`src/rtl/lcdref_pkg.sv`:
```
// lcdref_pkg: shared types, codes and size defaults for the character-LCD
// refresh engine. No dependencies; imported by every rtl/lcdref_* module
// and by the top level.
package lcdref_pkg;

  // Default geometry and glyph table sizes
  localparam int DEF_SCREEN_COLS = 16;
  localparam int DEF_SCREEN_ROWS = 2;
  localparam int DEF_GLYPH_SLOTS = 8;
  localparam int DEF_GLYPH_COUNT = 15;

  // Field widths fixed by the item layout
  localparam int SLOT_FW  = 3;
  localparam int GLYPH_FW = 4;
  localparam int LIMIT_W  = 6;

  // Most results one item may give, and the counter that tracks them
  localparam int MAX_OUT = 64;
  localparam int OUT_W   = 7;

  localparam logic [7:0]         CHAR_SPACE  = 8'h20;
  localparam logic [LIMIT_W-1:0] LIMIT_RESET = 6'd3;

  typedef enum logic [1:0] {
    ACT_CHAR    = 2'd0,
    ACT_GLYPH   = 2'd1,
    ACT_REFRESH = 2'd2,
    ACT_NONE    = 2'd3
  } act_e;

  typedef enum logic [2:0] {
    CMD_ACK     = 3'd0,
    CMD_CURSOR  = 3'd1,
    CMD_PRINT   = 3'd2,
    CMD_LOAD    = 3'd3,
    CMD_NO_SLOT = 3'd4,
    CMD_DONE    = 3'd5
  } cmd_e;

  typedef enum logic [2:0] {
    ST_IDLE,
    ST_READ,
    ST_EVAL,
    ST_PRINT,
    ST_SWEEP,
    ST_DONE
  } state_e;

  typedef struct packed {
    act_e              action;
    logic [3:0]        column;
    logic              row;
    logic [7:0]        char_code;
    logic [GLYPH_FW-1:0] glyph_id;
  } in_item_t;

  typedef struct packed {
    cmd_e               command;
    logic [3:0]         out_column;
    logic               out_row;
    logic [7:0]         out_char;
    logic [SLOT_FW-1:0] slot;
    logic [GLYPH_FW-1:0] out_glyph;
    logic               any_changed;
    logic               last;
  } out_item_t;

  // Sequencer to slot table
  typedef struct packed {
    logic                alloc;       // take the free slot for gid
    logic [GLYPH_FW-1:0] gid;
    logic                sweep;       // one sweep step on sweep_slot
    logic [SLOT_FW-1:0]  sweep_slot;
    logic                sweep_used;  // slot referenced by some cell
  } slot_req_t;

  // Slot table to sequencer
  typedef struct packed {
    logic               loaded;      // gid already has a slot
    logic [SLOT_FW-1:0] hit_slot;
    logic               free_found;
    logic [SLOT_FW-1:0] free_slot;   // lowest free slot
  } slot_rsp_t;

endpackage

```
`src/rtl/lcdref_cellbuf.sv`:
```
// lcdref_cellbuf: one character buffer, single write port, one registered
// read port; per-entry valid bits make unwritten cells read as a space.
// Depends on lcdref_pkg.
module lcdref_cellbuf
  import lcdref_pkg::*;
#(
  parameter int DEPTH = DEF_SCREEN_COLS * DEF_SCREEN_ROWS,
  localparam int AW = (DEPTH > 1) ? $clog2(DEPTH) : 1
) (
  input  logic          clk,
  input  logic          rst,
  input  logic          we,
  input  logic [AW-1:0] waddr,
  input  logic [7:0]    wdata,
  input  logic [AW-1:0] raddr,
  output logic [7:0]    rdata
);

  logic [7:0]       mem [DEPTH];
  logic [DEPTH-1:0] valid;
  logic [7:0]       rd_q;
  logic             rv_q;

  // Storage write and registered read
  always_ff @(posedge clk) begin
    if (we) begin
      mem[waddr] <= wdata;
    end
    rd_q <= mem[raddr];
  end

  // Valid bits, cleared by reset
  always_ff @(posedge clk) begin
    if (rst) begin
      valid <= '0;
      rv_q  <= 1'b0;
    end else begin
      if (we) begin
        valid[waddr] <= 1'b1;
      end
      rv_q <= valid[raddr];
    end
  end

  assign rdata = rv_q ? rd_q : CHAR_SPACE;

endmodule

```
`src/rtl/lcdref_slots.sv`:
```
// lcdref_slots: custom-glyph slot table (busy/owner per slot, loaded/slot per
// glyph), lowest-free-slot search and the per-slot sweep step.
// Depends on lcdref_pkg.
module lcdref_slots
  import lcdref_pkg::*;
#(
  parameter int GLYPH_SLOTS = DEF_GLYPH_SLOTS,
  parameter int GLYPH_COUNT = DEF_GLYPH_COUNT
) (
  input  logic      clk,
  input  logic      rst,
  input  slot_req_t req,
  output slot_rsp_t rsp
);

  localparam int SLOT_W = (GLYPH_SLOTS > 1) ? $clog2(GLYPH_SLOTS) : 1;
  localparam int GI_W   = (GLYPH_COUNT > 1) ? $clog2(GLYPH_COUNT) : 1;

  logic [GLYPH_SLOTS-1:0] busy;
  logic [GI_W-1:0]        owner [GLYPH_SLOTS];
  logic [GLYPH_COUNT-1:0] loaded;
  logic [SLOT_W-1:0]      gslot [GLYPH_COUNT];

  logic [GI_W-1:0]   gi;
  logic [SLOT_W-1:0] sw;
  logic [SLOT_W-1:0] free_idx;
  logic              free_any;

  assign gi = req.gid[GI_W-1:0];
  assign sw = req.sweep_slot[SLOT_W-1:0];

  // Lowest free slot: scan from the top so the lowest index wins
  always_comb begin
    free_idx = '0;
    free_any = 1'b0;
    for (int s = GLYPH_SLOTS - 1; s >= 0; s--) begin
      if (!busy[s]) begin
        free_idx = SLOT_W'(s);
        free_any = 1'b1;
      end
    end
  end

  assign rsp.loaded     = loaded[gi];
  assign rsp.hit_slot   = SLOT_FW'(gslot[gi]);
  assign rsp.free_found = free_any;
  assign rsp.free_slot  = SLOT_FW'(free_idx);

  // Owner and slot numbers: payload, no reset
  always_ff @(posedge clk) begin
    if (req.alloc) begin
      owner[free_idx] <= gi;
      gslot[gi]       <= free_idx;
    end
  end

  // Busy and loaded flags
  always_ff @(posedge clk) begin
    if (rst) begin
      busy   <= '0;
      loaded <= '0;
    end else if (req.alloc) begin
      busy[free_idx] <= 1'b1;
      loaded[gi]     <= 1'b1;
    end else if (req.sweep && busy[sw] && !req.sweep_used) begin
      // unreferenced slot: release it and unload its glyph
      busy[sw]          <= 1'b0;
      loaded[owner[sw]] <= 1'b0;
    end
  end

endmodule

```
`src/rtl/lcdref_seq.sv`:
```
// lcdref_seq: item sequencer. Handles write items straight from idle, walks the
// cell buffers for a refresh, runs the slot sweep and registers results.
// Depends on lcdref_pkg; drives lcdref_cellbuf and lcdref_slots ports.
module lcdref_seq
  import lcdref_pkg::*;
#(
  parameter int SCREEN_COLS = DEF_SCREEN_COLS,
  parameter int SCREEN_ROWS = DEF_SCREEN_ROWS,
  parameter int GLYPH_SLOTS = DEF_GLYPH_SLOTS,
  parameter int GLYPH_COUNT = DEF_GLYPH_COUNT,
  localparam int CELLS  = SCREEN_COLS * SCREEN_ROWS,
  localparam int CELL_W = (CELLS > 1) ? $clog2(CELLS) : 1
) (
  input  logic               clk,
  input  logic               rst,
  input  logic               start,
  input  in_item_t           item,
  output logic               busy,
  input  logic [LIMIT_W-1:0] limit,
  // desired buffer
  output logic               d_we,
  output logic [CELL_W-1:0]  d_waddr,
  output logic [7:0]         d_wdata,
  input  logic [7:0]         d_rdata,
  // shown buffer
  output logic               s_we,
  input  logic [7:0]         s_rdata,
  // shared scan address
  output logic [CELL_W-1:0]  raddr,
  // slot table
  output slot_req_t          sreq,
  input  slot_rsp_t          srsp,
  // results
  output logic               strobe,
  output out_item_t          result
);

  localparam int XW     = (SCREEN_COLS > 1) ? $clog2(SCREEN_COLS) : 1;
  localparam int YW     = (SCREEN_ROWS > 1) ? $clog2(SCREEN_ROWS) : 1;
  localparam int SLOT_W = (GLYPH_SLOTS > 1) ? $clog2(GLYPH_SLOTS) : 1;
  localparam int CHG_W  = ($clog2(CELLS + 1) > LIMIT_W) ? $clog2(CELLS + 1) : LIMIT_W;

  state_e                 state, state_next;
  logic [XW-1:0]          x, x_next;
  logic [YW-1:0]          y, y_next;
  logic [XW-1:0]          prev_x, prev_x_next;
  logic                   have_prev, have_prev_next;
  logic                   stop, stop_next;
  logic [CHG_W-1:0]       changed, changed_next;
  logic [OUT_W-1:0]       n, n_next;
  logic [GLYPH_SLOTS-1:0] used, used_next;
  logic [SLOT_W-1:0]      sw, sw_next;
  logic                   strobe_next;
  out_item_t              result_next;

  logic                 in_range;
  logic [CELL_W-1:0]    wr_cell;
  logic                 gid_bad;
  logic                 differ;
  logic                 need_cur;
  logic                 budget_ok;
  logic                 do_print;
  logic [LIMIT_W:0]     limit_eff;
  logic [CHG_W:0]       changed_inc;
  logic                 last_x;
  logic                 last_y;
  logic                 d_is_slot;
  logic                 s_is_slot;

  // Write target of the current item
  assign in_range = ({3'b0, item.column} < 7'(SCREEN_COLS)) &&
                    ({2'b0, item.row} < 3'(SCREEN_ROWS));
  assign wr_cell  = CELL_W'(CELL_W'(item.row) * CELL_W'(SCREEN_COLS) +
                    CELL_W'(item.column));
  assign gid_bad  = {1'b0, item.glyph_id} >= 5'(GLYPH_COUNT);

  // Scan address and per-cell decisions
  assign raddr       = CELL_W'(CELL_W'(y) * CELL_W'(SCREEN_COLS) + CELL_W'(x));
  assign differ      = d_rdata != s_rdata;
  assign need_cur    = !(have_prev && (({1'b0, prev_x} + 1'b1) == {1'b0, x}));
  assign budget_ok   = ({1'b0, n} + (need_cur ? 8'd2 : 8'd1)) < 8'(MAX_OUT);
  assign do_print    = differ && !stop && budget_ok;
  assign limit_eff   = (limit == '0) ? (LIMIT_W + 1)'(1) : {1'b0, limit};
  assign changed_inc = {1'b0, changed} + 1'b1;
  assign last_x      = x == XW'(SCREEN_COLS - 1);
  assign last_y      = y == YW'(SCREEN_ROWS - 1);
  assign d_is_slot   = d_rdata < 8'(GLYPH_SLOTS);
  assign s_is_slot   = s_rdata < 8'(GLYPH_SLOTS);

  assign busy  = state != ST_IDLE;
  assign s_we  = (state == ST_EVAL) && do_print;

  // Next state, results and datapath controls
  always_comb begin
    state_next     = state;
    x_next         = x;
    y_next         = y;
    prev_x_next    = prev_x;
    have_prev_next = have_prev;
    stop_next      = stop;
    changed_next   = changed;
    n_next         = n;
    used_next      = used;
    sw_next        = sw;
    strobe_next    = 1'b0;
    result_next    = '0;
    d_we           = 1'b0;
    d_waddr        = wr_cell;
    d_wdata        = item.char_code;
    sreq           = '0;
    sreq.gid       = item.glyph_id;
    sreq.sweep_slot = SLOT_FW'(sw);
    sreq.sweep_used = used[sw];

    case (state)
      ST_IDLE: begin
        if (start) begin
          strobe_next      = 1'b1;
          result_next.last = 1'b1;
          case (item.action)
            ACT_CHAR: begin
              d_we = in_range;
            end
            ACT_GLYPH: begin
              if (gid_bad) begin
                result_next.command = CMD_NO_SLOT;
              end else if (srsp.loaded) begin
                d_we    = in_range;
                d_wdata = 8'(srsp.hit_slot);
              end else if (srsp.free_found) begin
                sreq.alloc            = 1'b1;
                d_we                  = in_range;
                d_wdata               = 8'(srsp.free_slot);
                result_next.command   = CMD_LOAD;
                result_next.slot      = srsp.free_slot;
                result_next.out_glyph = item.glyph_id;
              end else begin
                result_next.command = CMD_NO_SLOT;
              end
            end
            ACT_REFRESH: begin
              // refresh answers later; start the scan at the first cell
              strobe_next    = 1'b0;
              result_next    = '0;
              x_next         = '0;
              y_next         = '0;
              have_prev_next = 1'b0;
              stop_next      = 1'b0;
              changed_next   = '0;
              n_next         = '0;
              used_next      = '0;
              sw_next        = '0;
              state_next     = ST_READ;
            end
            default: begin
              // unused action: plain ack
            end
          endcase
        end
      end

      ST_READ: begin
        state_next = ST_EVAL;
      end

      ST_EVAL, ST_PRINT: begin
        if (state == ST_EVAL) begin
          if (differ && !stop && !budget_ok) begin
            stop_next = 1'b1;
          end
          if (do_print) begin
            have_prev_next = 1'b1;
            prev_x_next    = x;
            changed_next   = changed_inc[CHG_W-1:0];
            if (changed_inc >= (CHG_W + 1)'(limit_eff)) begin
              stop_next = 1'b1;
            end
            if (d_is_slot) begin
              used_next[d_rdata[SLOT_W-1:0]] = 1'b1;
            end
            strobe_next = 1'b1;
            if (need_cur) begin
              n_next                 = n + OUT_W'(2);
              result_next.command    = CMD_CURSOR;
              result_next.out_column = 4'(x);
              result_next.out_row    = 1'(y);
            end else begin
              n_next               = n + OUT_W'(1);
              result_next.command  = CMD_PRINT;
              result_next.out_char = d_rdata;
            end
          end else begin
            // cell not printed: both buffers still reference their codes
            if (d_is_slot) begin
              used_next[d_rdata[SLOT_W-1:0]] = 1'b1;
            end
            if (s_is_slot) begin
              used_next[s_rdata[SLOT_W-1:0]] = 1'b1;
            end
          end
        end else begin
          strobe_next          = 1'b1;
          result_next.command  = CMD_PRINT;
          result_next.out_char = d_rdata;
        end

        if ((state == ST_EVAL) && do_print && need_cur) begin
          state_next = ST_PRINT;
        end else if (last_x) begin
          x_next         = '0;
          have_prev_next = 1'b0;
          if (last_y) begin
            state_next = ST_SWEEP;
          end else begin
            y_next     = y + 1'b1;
            state_next = ST_READ;
          end
        end else begin
          x_next     = x + 1'b1;
          state_next = ST_READ;
        end
      end

      ST_SWEEP: begin
        // one slot a cycle, only after a refresh that printed something
        if (changed == '0) begin
          state_next = ST_DONE;
        end else begin
          sreq.sweep = 1'b1;
          sw_next    = sw + 1'b1;
          if (sw == SLOT_W'(GLYPH_SLOTS - 1)) begin
            state_next = ST_DONE;
          end
        end
      end

      ST_DONE: begin
        strobe_next             = 1'b1;
        result_next.command     = CMD_DONE;
        result_next.any_changed = changed != '0;
        result_next.last        = 1'b1;
        state_next              = ST_IDLE;
      end

      default: begin
        state_next = ST_IDLE;
      end
    endcase
  end

  // Control state
  always_ff @(posedge clk) begin
    if (rst) begin
      state  <= ST_IDLE;
      strobe <= 1'b0;
    end else begin
      state  <= state_next;
      strobe <= strobe_next;
    end
  end

  // Scan bookkeeping and result payload
  always_ff @(posedge clk) begin
    x         <= x_next;
    y         <= y_next;
    prev_x    <= prev_x_next;
    have_prev <= have_prev_next;
    stop      <= stop_next;
    changed   <= changed_next;
    n         <= n_next;
    used      <= used_next;
    sw        <= sw_next;
    result    <= result_next;
  end

endmodule

```
`src/rtl/char_lcd_diff_refresh_glyph_slots.sv`:
```
// char_lcd_diff_refresh_glyph_slots: top level of the character-LCD refresh
// engine; holds the limit register and wires lcdref_seq, two lcdref_cellbuf
// instances and lcdref_slots. Depends on lcdref_pkg.
//
//   channel   ports                   transfer when
//   input     start, item, busy       start high and busy low at a clock edge
//   result    strobe, result          strobe high (one cycle, cannot stall)
//   config    wr_en, wr_data          wr_en high at a clock edge
//
// Write items: accepted in one cycle, their single result follows on the next
// cycle, and a new item may be taken in that same cycle.
// Refresh items: each cell is read from both buffers (ST_READ) and then compared
// (ST_EVAL), with an ST_PRINT step for each print that needs a cursor move;
// then ST_SWEEP, which steps through the slots only if any cell was printed,
// and ST_DONE for the CMD_DONE result.
// The single registered read port of each cell buffer sets the per-cell steps.
// Reset clears the valid bits of both buffers and the slot flags at once; no
// clearing pass. The limit register resets to 3.
module char_lcd_diff_refresh_glyph_slots
  import lcdref_pkg::*;
#(
  parameter int SCREEN_COLS = DEF_SCREEN_COLS,
  parameter int SCREEN_ROWS = DEF_SCREEN_ROWS,
  parameter int GLYPH_SLOTS = DEF_GLYPH_SLOTS,
  parameter int GLYPH_COUNT = DEF_GLYPH_COUNT
) (
  input  logic               clk,
  input  logic               rst,
  input  logic               start,
  input  in_item_t           item,
  output logic               busy,
  output logic               strobe,
  output out_item_t          result,
  input  logic               wr_en,
  input  logic [LIMIT_W-1:0] wr_data
);

  localparam int CELLS  = SCREEN_COLS * SCREEN_ROWS;
  localparam int CELL_W = (CELLS > 1) ? $clog2(CELLS) : 1;

  logic [LIMIT_W-1:0] limit;
  logic               d_we;
  logic [CELL_W-1:0]  d_waddr;
  logic [7:0]         d_wdata;
  logic [7:0]         d_rdata;
  logic               s_we;
  logic [7:0]         s_rdata;
  logic [CELL_W-1:0]  raddr;
  slot_req_t          sreq;
  slot_rsp_t          srsp;

  // Print limit register
  always_ff @(posedge clk) begin
    if (rst) begin
      limit <= LIMIT_RESET;
    end else if (wr_en) begin
      limit <= wr_data;
    end
  end

  lcdref_seq #(
    .SCREEN_COLS (SCREEN_COLS),
    .SCREEN_ROWS (SCREEN_ROWS),
    .GLYPH_SLOTS (GLYPH_SLOTS),
    .GLYPH_COUNT (GLYPH_COUNT)
  ) u_seq (
    .clk     (clk),
    .rst     (rst),
    .start   (start),
    .item    (item),
    .busy    (busy),
    .limit   (limit),
    .d_we    (d_we),
    .d_waddr (d_waddr),
    .d_wdata (d_wdata),
    .d_rdata (d_rdata),
    .s_we    (s_we),
    .s_rdata (s_rdata),
    .raddr   (raddr),
    .sreq    (sreq),
    .srsp    (srsp),
    .strobe  (strobe),
    .result  (result)
  );

  // Desired buffer: written by write items
  lcdref_cellbuf #(
    .DEPTH (CELLS)
  ) u_desired (
    .clk   (clk),
    .rst   (rst),
    .we    (d_we),
    .waddr (d_waddr),
    .wdata (d_wdata),
    .raddr (raddr),
    .rdata (d_rdata)
  );

  // Shown buffer: takes the desired code of each printed cell
  lcdref_cellbuf #(
    .DEPTH (CELLS)
  ) u_shown (
    .clk   (clk),
    .rst   (rst),
    .we    (s_we),
    .waddr (raddr),
    .wdata (d_rdata),
    .raddr (raddr),
    .rdata (s_rdata)
  );

  lcdref_slots #(
    .GLYPH_SLOTS (GLYPH_SLOTS),
    .GLYPH_COUNT (GLYPH_COUNT)
  ) u_slots (
    .clk (clk),
    .rst (rst),
    .req (sreq),
    .rsp (srsp)
  );

endmodule

```
`config.mk`:
```
export PLATFORM = sky130hd
export DESIGN_NAME = char_lcd_diff_refresh_glyph_slots
export DESIGN_NICKNAME = d
export VERILOG_FILES = /design/src/rtl/lcdref_pkg.sv /design/src/rtl/lcdref_cellbuf.sv /design/src/rtl/lcdref_slots.sv /design/src/rtl/lcdref_seq.sv /design/src/rtl/char_lcd_diff_refresh_glyph_slots.sv
export SDC_FILE = /design/constraint.sdc
export NUM_CORES = 1
export LEC_CHECK = 0
export BUFFER_PORTS_ARGS = -buffer_cell sky130_fd_sc_hd__buf_2
export CORE_MARGIN = 2
export CORE_UTILIZATION = 62
export CTS_BUF_LIST = sky130_fd_sc_hd__clkbuf_8 sky130_fd_sc_hd__clkbuf_16
export CTS_CLUSTER_DIAMETER = 50
export DETAILED_ROUTE_END_ITERATION = 7
export PLACE_DENSITY = 0.85
export SYNTH_ARGS = -nofsm -noshare
export SYNTH_HDL_FRONTEND = slang
export SYNTH_SLANG_ARGS = --single-unit
```
`constraint.sdc`:
```
create_clock -name clk -period 4.6 [get_ports clk]
set_clock_uncertainty 0.05 [all_clocks]
set_input_delay 0.92 -clock clk [delete_from_list [all_inputs] [get_ports clk]]
set_output_delay 0.92 -clock clk [all_outputs]
set_load 0.01 [all_outputs]
```
Word level (Yosys, flattened, before mapping). Memory sizes are Yosys's and may differ from the RTL's. A register that Yosys moved wholly into a read port is not among the register bits. Index checks and enable logic that the tools add are counted.

Add/sub/neg operators: 10. $lt $le $gt $ge: 21. Bitwise logic cells: 14. Shifts and indexed selects: 0. Mux-type cells: 155. Reduce and logical (&&, ||, !) cells: 39. Multipliers: 0. Equality and inequality tests: 19. Div/mod/pow operators: 0.

Operators with widths (number): 2-to-1 mux 8 bit (21); 2-to-1 mux 3 bit (24); OR 32 bit (2); 2-to-1 mux 7 bit (9); 2-to-1 mux 1 bit (57); 2-to-1 mux 15 bit (2); 2-to-1 mux 6 bit (5); case mux 13 bit (2 select lines) (1); 2-to-1 mux 25 bit (1); OR 8 bit (3); logical AND 1 bit (16); < comparator 3 x 4 -> 1 bit, second input constant (4); < comparator 8 x 4 -> 1 bit, second input constant (2); 2-to-1 mux 16 bit (1); 2-to-1 mux 4 bit (4); case mux 8 bit (2 select lines) (1); AND 15 bit (1); NOT 15 bit (1); OR 15 bit (1); case mux 7 bit (2 select lines) (1); demux 1 bit (select 3 bit) (4); >= comparator 3 x 1 -> 1 bit, second input constant (4); zero test 6 bit (2); < comparator 5 x 6 -> 1 bit, second input constant (2); other kinds (55) (89).

Bits in latches: 0. Memory bits (read-only): 0. Memories kept: 4. Flip-flop bits (word level): 159. Input bits: 29. Memory bits (writable): 589.

Memories: u_desired.mem (depth 32, bits a word 8, rd ports 1, clocked after memory_dff 1, write ports 1, RTL line lcdref_cellbuf.sv:19) `logic [7:0] mem [DEPTH];`; u_shown.mem (depth 32, bits a word 8, rd ports 1, clocked after memory_dff 1, write ports 1, RTL line lcdref_cellbuf.sv:19); u_slots.gslot (depth 15, bits a word 3, rd ports 1, clocked after memory_dff 0, write ports 1, RTL line lcdref_slots.sv:22) `logic [SLOT_W-1:0] gslot [GLYPH_COUNT];`; u_slots.owner (depth 8, bits a word 4, rd ports 1, clocked after memory_dff 1, write ports 1, RTL line lcdref_slots.sv:20) `logic [GI_W-1:0] owner [GLYPH_SLOTS];`.

Longest topological paths before layout. Gate-level depths: netlist of the first run.

Depth after elaboration: 16. Depth in mapped cells: 12.

Hierarchy. A second synthesis of the first run with hierarchy kept.

Cell total of the unflattened synthesis: 1777. Area total of the unflattened synthesis: 30574.3 µm².

By module, submodules not included: lcdref_cellbuf (u_shown) (cells each 564, seq. area each 8508.2 µm², instances 1, area each 11300.8 µm²); lcdref_cellbuf (u_desired) (cells each 549, seq. area each 8508.2 µm², instances 1, area each 11292.1 µm²); lcdref_slots (cells each 320, seq. area each 2772.7 µm², instances 1, area each 4370.4 µm²); lcdref_seq (cells each 325, seq. area each 1631.6 µm², instances 1, area each 3394.5 µm²); char_lcd_diff_refresh_glyph_slots (cells each 19, seq. area each 120.1 µm², instances 1, area each 216.5 µm²).

Worst setup path after synthesis of the first run. OpenSTA, ideal clock, no wires.

Path kind: register -> register. Start: register u_seq.prev_x[0]. End: memory u_shown.mem[16][0], enable pin. Slack: 0.847 ns. Buffers on the path: 1. Arrival time: 3.333 ns. Setup time: 0.370 ns. Cell stages (with the launch flop): 13. Cells stage by stage: edfxtp_1 ha_1 xnor2_1 nand4_1 nor3_2 clkinv_1 ha_1 a21oi_1 o21ai_0 a21oi_1 clkbuf_1 nand2_1 nor2_1.

Longest elaborated chain between the ends: 10.

Ends and longest elaborated chain: from (decl) (RTL line lcdref_seq.sv:46) `logic [XW-1:0] prev_x, prev_x_next;`; from (signal assigned) (RTL line lcdref_seq.sv:266) `prev_x <= prev_x_next;`; adder 4 x 1 -> 5 bit (RTL line lcdref_seq.sv:80) `assign need_cur = !(have_prev && (({1'b0, prev_x} + 1'b1) == {1'b0, x}));`; equality test 5 x 4 -> 1 bit (RTL line lcdref_seq.sv:80); logical AND 1 bit (RTL line lcdref_seq.sv:80); 2-to-1 mux 2 bit (RTL line lcdref_seq.sv:81) `assign budget_ok = ({1'b0, n} + (need_cur ? 8'd2 : 8'd1)) < 8'(MAX_OUT);`; adder 7 x 8 -> 8 bit (RTL line lcdref_seq.sv:81); < comparator 8 x 7 -> 1 bit (RTL line lcdref_seq.sv:81); logical AND 1 bit (RTL line lcdref_seq.sv:82) `assign do_print = differ && !stop && budget_ok;`; logical AND 1 bit (RTL line lcdref_seq.sv:91) `assign s_we = (state == ST_EVAL) && do_print;`; 2-to-1 mux 1 bit (RTL line lcdref_cellbuf.sv:26) `if (we) begin`; 2-to-1 mux 1 bit (implied by the code) (RTL line lcdref_cellbuf.sv:27) `mem[waddr] <= wdata;`; to (decl) (RTL line lcdref_cellbuf.sv:19).

No other way between the ends.

Worst setup path after layout of the first run.
Start: register u_seq.prev_x[0]. End: memory u_shown.mem[19][5], enable pin.

Same word-level chain as after synthesis.

==> impl_metrics.tcl, run 1 <==
set metrics [dict create \
    outcome "finished clean" \
    yosys.area.top_type "edfxtp_1" \
    io_pins 56 \
    synth_top_flop_cell "edfxtp_1" \
    cts_root_buffer "clkbuf_16" \
    first_global_vias 18500 \
    synthesis.nets 1882 \
    power.static_leakage_nw 11.5 \
    critical_path.max_fanout 26 \
    clock_tree_from_tritoncts "built" \
    layout-area-overhead-vs-synth_pct 13.7 \
    edff_count_synth 624 \
    synth.cell_area_um2 30700 \
    place_hpwl_um 45300 \
    crit_type "reg2reg" \
    starting_drt_drc_count 2766 \
    timing.critical_path.to_type "register" \
    die-width_um 227 \
    timing.final.max_slew_violations 0 \
    floorplan.core_area_um2 49000 \
    cts_inserted_buffers 75 \
    max_freq_mhz 245 \
    drt-vias-per-instance 6.80 \
    average_instance_area_after_synthesis_um2 16.8 \
    drc 0 \
    synthArstFlopShare_pct 0 \
    number_of_instances_in_the_synthesized_netlist 1834 \
    wirelength_um 74500 \
    grt_setup_unrepaired "no" \
    placed_cells 2552 \
    buffer_ports.inserted 55 \
    crit_path_top_delay_cell "a21oi_4" \
    die_h_um 227 \
    antenna_violating_nets_post_route 0 \
    h-tree-depth 3 \
    core.rowCount 81 \
    clock_power_share_pct 43.1 \
    r2r_setup_slack_ps 510 \
    cts_max_path_buffers 3 \
    swShare_pct 21.2 \
    globalRoute.totalOverflow 0 \
    fin_tns_setup_ps 0 \
    ratio_of_cells_with_drive_above_1_in_the_final_layout_pct 24.9 \
    comb_power_share_pct 3.6 \
    hold_class "reg2reg" \
    final_min_period_over_clock_period_pct 88.9 \
    synth-seq-area-share_pct 70.3 \
    internal_power_mw 11.2 \
    critical_path.cell_chain "ha_1 -> xnor2_1 -> nand4_1 -> nor3_2 -> clkinv_1 -> ha_1 -> a21oi_1 -> o21ai_0 -> a21oi_4 -> buf_4 -> nand3_1 -> nor2_1 -> buf_4" \
    first_pass_grt_wire_length_um 112000 \
    detail_route.first_pass.iterations 6 \
    nets_finish 2013 \
    netsw_mw 3.01 \
    gr-usage-all-layers_pct 29.8 \
    yosysWarningCount 0 \
    power-per-cell-area_nw_per_um2 406 \
    critPathArrivalTime_ps 4360 \
    clock-sinks 767 \
    yosys_register_bits 767 \
    grt_start_max_net_pins 150 \
    netlist_top_cells_area "edfxtp_1 61%, mux4_2 12%, dfxtp_1 9.3%" \
    setup_viol 0 \
    cts_post_setup_buffers_inserted 0 \
    critPathMaxStageDelay_ps 490 \
    p_seq_share_pct 53.3 \
    routabilityCongestion 0.918 \
    worst_slew_pin_slew_ps 1370 \
    die_area_um2 51400 \
    yosysTopAreaCellShare_pct 61.0 \
    final_cell_count_no_fill 2690 \
    routedWlPerCell_um 27.7 \
    period_minus_slack_ps 4090 \
    netlist-cell-type-count 73 \
    floorplan.initialDensity_pct 62.8 \
    max-cap-violations 0 \
    vias 18300 \
    ctsHoldBuffers 0 \
    clk-insertion-delay-late_ps 630 \
    vdd_drop_max_v 0.000338 \
    critPathLaunchType "register" \
    worstPathRequired_ps 4870 \
    clk_transition_reported_paths_ps 60 \
    worst_slew_margin_rel_pct 8.67 \
    timing.final.hold_violations 0 \
    postCtsResizedCells 0 \
    diodes 0 \
    number_of_antenna_violations_at_the_first_check_in_global_routing 0 \
]
## layer usage
metal / track usage (%) / share of wire (%) / vias to the layer above
met4: 13.0 / 4.2 / 0
li1: - / - / 7625
met2: 47.1 / 48 / 1280
met1: 40.8 / 38 / 9187
met5: 0 / 0 / -
met3: 5.95 / 11 / 212
## metrics by stage
step	cell area [µm²]	hold WS (ps)	power (mW)	setup WS, ps	util (%)
detailed placement	32500	397	8.20	629	66.4
global placement	32500	379	8.17	699	66.4
finish	35000	413	14.2	513	71.4
CTS	35000	417	14.2	572	71.4
global route	35000	426	14.5	241	71.4
floorplan	30700	365	7.99	847	-
## synthesized netlist by cell type (6+ instances only)
library cell,number
buf_2,6
nor2_1,128
edfxtp_1,624
mux2i_1,24
nand4_1,20
o32ai_1,8
nand2b_1,12
inv_1,30
nor4b_1,26
a22oi_1,73
nor2b_1,15
nor3_1,32
dfxtp_1,143
buf_1,19
a211oi_1,21
a21oi_1,38
a31oi_1,12
xor2_1,10
ha_1,19
nand2_1,71
o21ai_0,25
xnor2_1,9
a22o_1,26
clkbuf_1,84
or3_1,6
and2_1,22
mux2_2,6
nor3b_1,11
nand3_1,18
mux4_2,161
o21a_1,34
and3_1,11
## cell type report
type,count,area (µm²)
clock buffer,81,1990
inverter,31,116
fill,2818,14000
timing repair buffer,165,1130
clock inverter,57,470
multi-input combinational,925,8810
tap,664,831
sequential,767,21600
## cells by family (layout without fill, tap and decap cells)
| family | Yosys count | count (layout) | synth area share [%] |
|---|---|---|---|
| xor+xnor | 19 | 19 | 0.542 |
| buf+inv | 142 | 334 | 1.78 |
| fa+ha+maj | 19 | 19 | 0.774 |
| simple gates | 408 | 408 | 7.02 |
| mux | 191 | 191 | 12.8 |
| flops | 767 | 767 | 70.3 |
| compound gates | 288 | 288 | 6.79 |
## registers in the layout, indices dropped and copies added (netlist names), 3 cells and up, named ones only
| register | count |
|---|---|
| u_shown.rd_q | 8 |
| u_slots.loaded | 15 |
| u_shown.mem | 256 |
| u_shown.valid | 32 |
| u_slots.gslot | 45 |
| u_desired.valid | 32 |
| u_slots.owner | 32 |
| limit | 6 |
| u_seq.state | 3 |
| u_desired.mem | 256 |
| u_seq.changed | 6 |
| u_desired.rd_q | 8 |
| u_seq.used | 8 |
| u_seq.sw | 3 |
| u_seq.prev_x | 4 |
| u_seq.result | 25 |
| u_slots.busy | 8 |
| u_seq.x | 4 |
| u_seq.n | 7 |
## power by group through the flow
stage	Sequential [mW]	Clock (mW)	Combinational, mW
final	7.55	6.11	0.517
after global routing	7.55	6.39	0.547
after CTS	7.55	6.16	0.511
after detailed placement	7.70	0	0.502
after global placement	7.69	0	0.479
after floorplan	7.68	0	0.315
## final timing paths
path,end,depth (start not counted),start
max,u_shown.mem[19][5],13,u_seq.prev_x[0]
min reg2reg,u_desired.valid[29],1,u_desired.valid[29]
max reg2reg,u_shown.mem[19][5],13,u_seq.prev_x[0]
min,u_desired.valid[29],1,u_desired.valid[29]
## critical path: cells and delay by family, from the launching register on
kind / cells / cell delay, ps
and+or+nand+nor: 4 / 940
adders and majority gates: 2 / 640
xor gates and xnor gates: 1 / 160
buffers and inverters: 3 / 760
AOI/OAI and AO/OA: 3 / 800
DFF: 1 / 430
## cells in the final DEF (no fill, tap or decap), drive strengths merged, types with 38 or more instances in the layout
cell / netlist / layout
clkbuf: 84 / 81
inv: 30 / 50
dfxtp: 143 / 143
mux4: 161 / 161
buf: 27 / 165
a21oi: 38 / 38
nand2: 71 / 71
a22oi: 73 / 73
edfxtp: 624 / 624
nor2: 129 / 129
Power figures use the tool's default switching activity.
==> run 2, diff against run 1 <==
CORE_UTILIZATION = 25   (was 62)
PLACE_DENSITY = 0.45   (was 0.85)
==> impl_metrics.tcl, run 2 (synthesized netlist as in run 1, its figures left out) <==
set metrics [dict create \
    top_regs "u_desired.mem (256), u_shown.mem (256), u_slots.gslot (45)" \
    critPathMaxStageDelay_ps 640 \
    grt.busiest_layer "met2" \
    timing.final.hold_violations 0 \
    critical_path.max_fanout 9 \
    nets_finish 2011 \
    worst_slew_pin_slew_ps 1290 \
    die_area_um2 126000 \
    io_pins 56 \
    worst_slew_margin_rel_pct 13.9 \
    finish.instance_area_um2 36800 \
    critical_path.reg2reg.endpoint "u_shown.mem[22][5]" \
    grt_setup_unrepaired "no" \
    detail_route.first_pass.iterations 5 \
    first_global_vias 17800 \
    clock_tree_from_tritoncts "built" \
    postCtsResizedCells 0 \
    max-cap-violations 0 \
    critPathArrivalTime_ps 4010 \
    power.static_leakage_nw 11.8 \
    timing.hold.worst.start "u_desired.valid[19]" \
    gr-usage-met2_pct 21.0 \
    period_minus_slack_ps 3790 \
    starting_drt_drc_count 1425 \
    postLayoutSetupSlackWorst_ps 811 \
    worstPathRequired_ps 4820 \
    cts_max_path_buffers 3 \
    setup_viol 0 \
    path_depth 12 \
    buffer_ports.inserted 55 \
    final_common_cell "edfxtp_1" \
    routedWlPerCell_um 22.5 \
    floorplan.initialDensity_pct 25.2 \
    timing.final.max_slew_violations 0 \
    critPathLaunchType "register" \
    vdd_drop_max_v 0.000319 \
    dpl_cell_area_um2 33600 \
    cts_root_buffer "clkbuf_16" \
    worstHoldPathCells 1 \
    cell_type_group_with_the_largest_total_delay_on_the_critical_path "simple AND/OR/NAND/NOR gates" \
    crit_type "reg2reg" \
    power-per-cell-area_nw_per_um2 427 \
    vias 17300 \
    timing.reg2reg.worst_path_depth 12 \
    holdPathEnd "u_desired.valid[19]" \
    h-tree-depth 3 \
    core.rowCount 128 \
    clk_transition_reported_paths_ps 60 \
    crit_path_top_delay_cell "nor2_1" \
    ctsHoldBuffers 0 \
    most-common-layout-cells "624 x edfxtp_1, 161 x mux4_2, 143 x dfxtp_1" \
    die_h_um 355 \
    drt-vias-per-instance 4.73 \
    grt.met3_usage_pct 2.26 \
    worst_path_most_repeated_cell "ha_1" \
    worst-path-buf-inv 2 \
    cts_inserted_buffers 91 \
    routabilityCongestion 0.790 \
    outcome "finished clean" \
    clock-sinks 767 \
    number_of_antenna_violations_at_the_first_check_in_global_routing 0 \
    fill_cells 11900 \
    place_hpwl_um 53400 \
    fin_hold_ws_ps 411 \
    wirelength_um 82500 \
    grt_start_max_net_pins 109 \
    cts_post_setup_buffers_inserted 0 \
    final_min_period_over_clock_period_pct 82.4 \
    reg2reg_from "u_seq.prev_x[0]" \
    r2r_setup_slack_ps 810 \
    hold_class "reg2reg" \
    clk-insertion-delay-late_ps 660 \
    floorplan.core_area_um2 122000 \
    first_pass_grt_wire_length_um 122000 \
    drc 0 \
    gr-usage-all-layers_pct 13.0 \
    critical_path.cell_chain "ha_1 -> xnor2_1 -> nand4_1 -> nor3_2 -> clkinv_1 -> ha_1 -> a21oi_1 -> o21ai_0 -> a21oi_4 -> nand2_1 -> buf_4 -> nor2_1" \
    die-width_um 355 \
    globalRoute.totalOverflow 0 \
    dp_worst_setup_slack_ps 500 \
    max_freq_mhz 264 \
    layout-area-overhead-vs-synth_pct 19.8 \
    fin_tns_setup_ps 0 \
    ratio_of_cells_with_drive_above_1_in_the_final_layout_pct 25.8 \
    util_after_layout_pct 30.2 \
    use_met1_pct 17.6 \
    antenna_violating_nets_post_route 0 \
    timing.critical_path.to_type "register" \
]
## run 2: report_power, final
group,internal (mW),total (mW),switching [mW]
registers,7.51,7.56,0.0449
clock network,4.60,7.64,3.05
logic,0.179,0.528,0.349
## run 2: cell type report
cell class / instances / area (µm²) / area share [%]
multi-input combinational: 925 / 8810 / 23.9
clock buffer: 95 / 2330 / 6.34
inverter: 31 / 116 / 0.316
clock inverter: 77 / 917 / 2.49
timing repair buffer: 147 / 991 / 2.69
tap: 1625 / 2030 / 5.52
sequential: 767 / 21600 / 58.7
antenna: 1 / 2.50 / 0.00680
## run 2: per-stage QoR
| step | std cells | total power [mW] |
|---|---|---|
| after detailed placement | 3495 | 8.24 |
| final | 3668 | 15.7 |
| after global routing | 3667 | 16.2 |
| after floorplan | 1834 | 7.99 |
| after global placement | 3495 | 8.23 |
| after CTS | 3667 | 15.9 |
## run 2: worst max-delay path by stage
stage               slack [ps]              endpoint             from
detailed placement         500  u_desired.mem[20][6]          item[1]
global placement           600  u_desired.mem[20][6]          item[1]
global route               550    u_shown.mem[27][1]  u_seq.prev_x[0]
CTS                        740    u_shown.mem[22][5]  u_seq.prev_x[0]
floorplan                  850    u_shown.mem[16][0]  u_seq.prev_x[0]
finish                     810    u_shown.mem[22][5]  u_seq.prev_x[0]
## run 2: per-layer routing
| layer | up-vias | part of all wire, % |
|---|---|---|
| met5 | - | 0 |
| met4 | 0 | 2.4 |
| met3 | 123 | 4.8 |
| met2 | 479 | 48 |
| met1 | 9093 | 45 |
| li1 | 7647 | - |
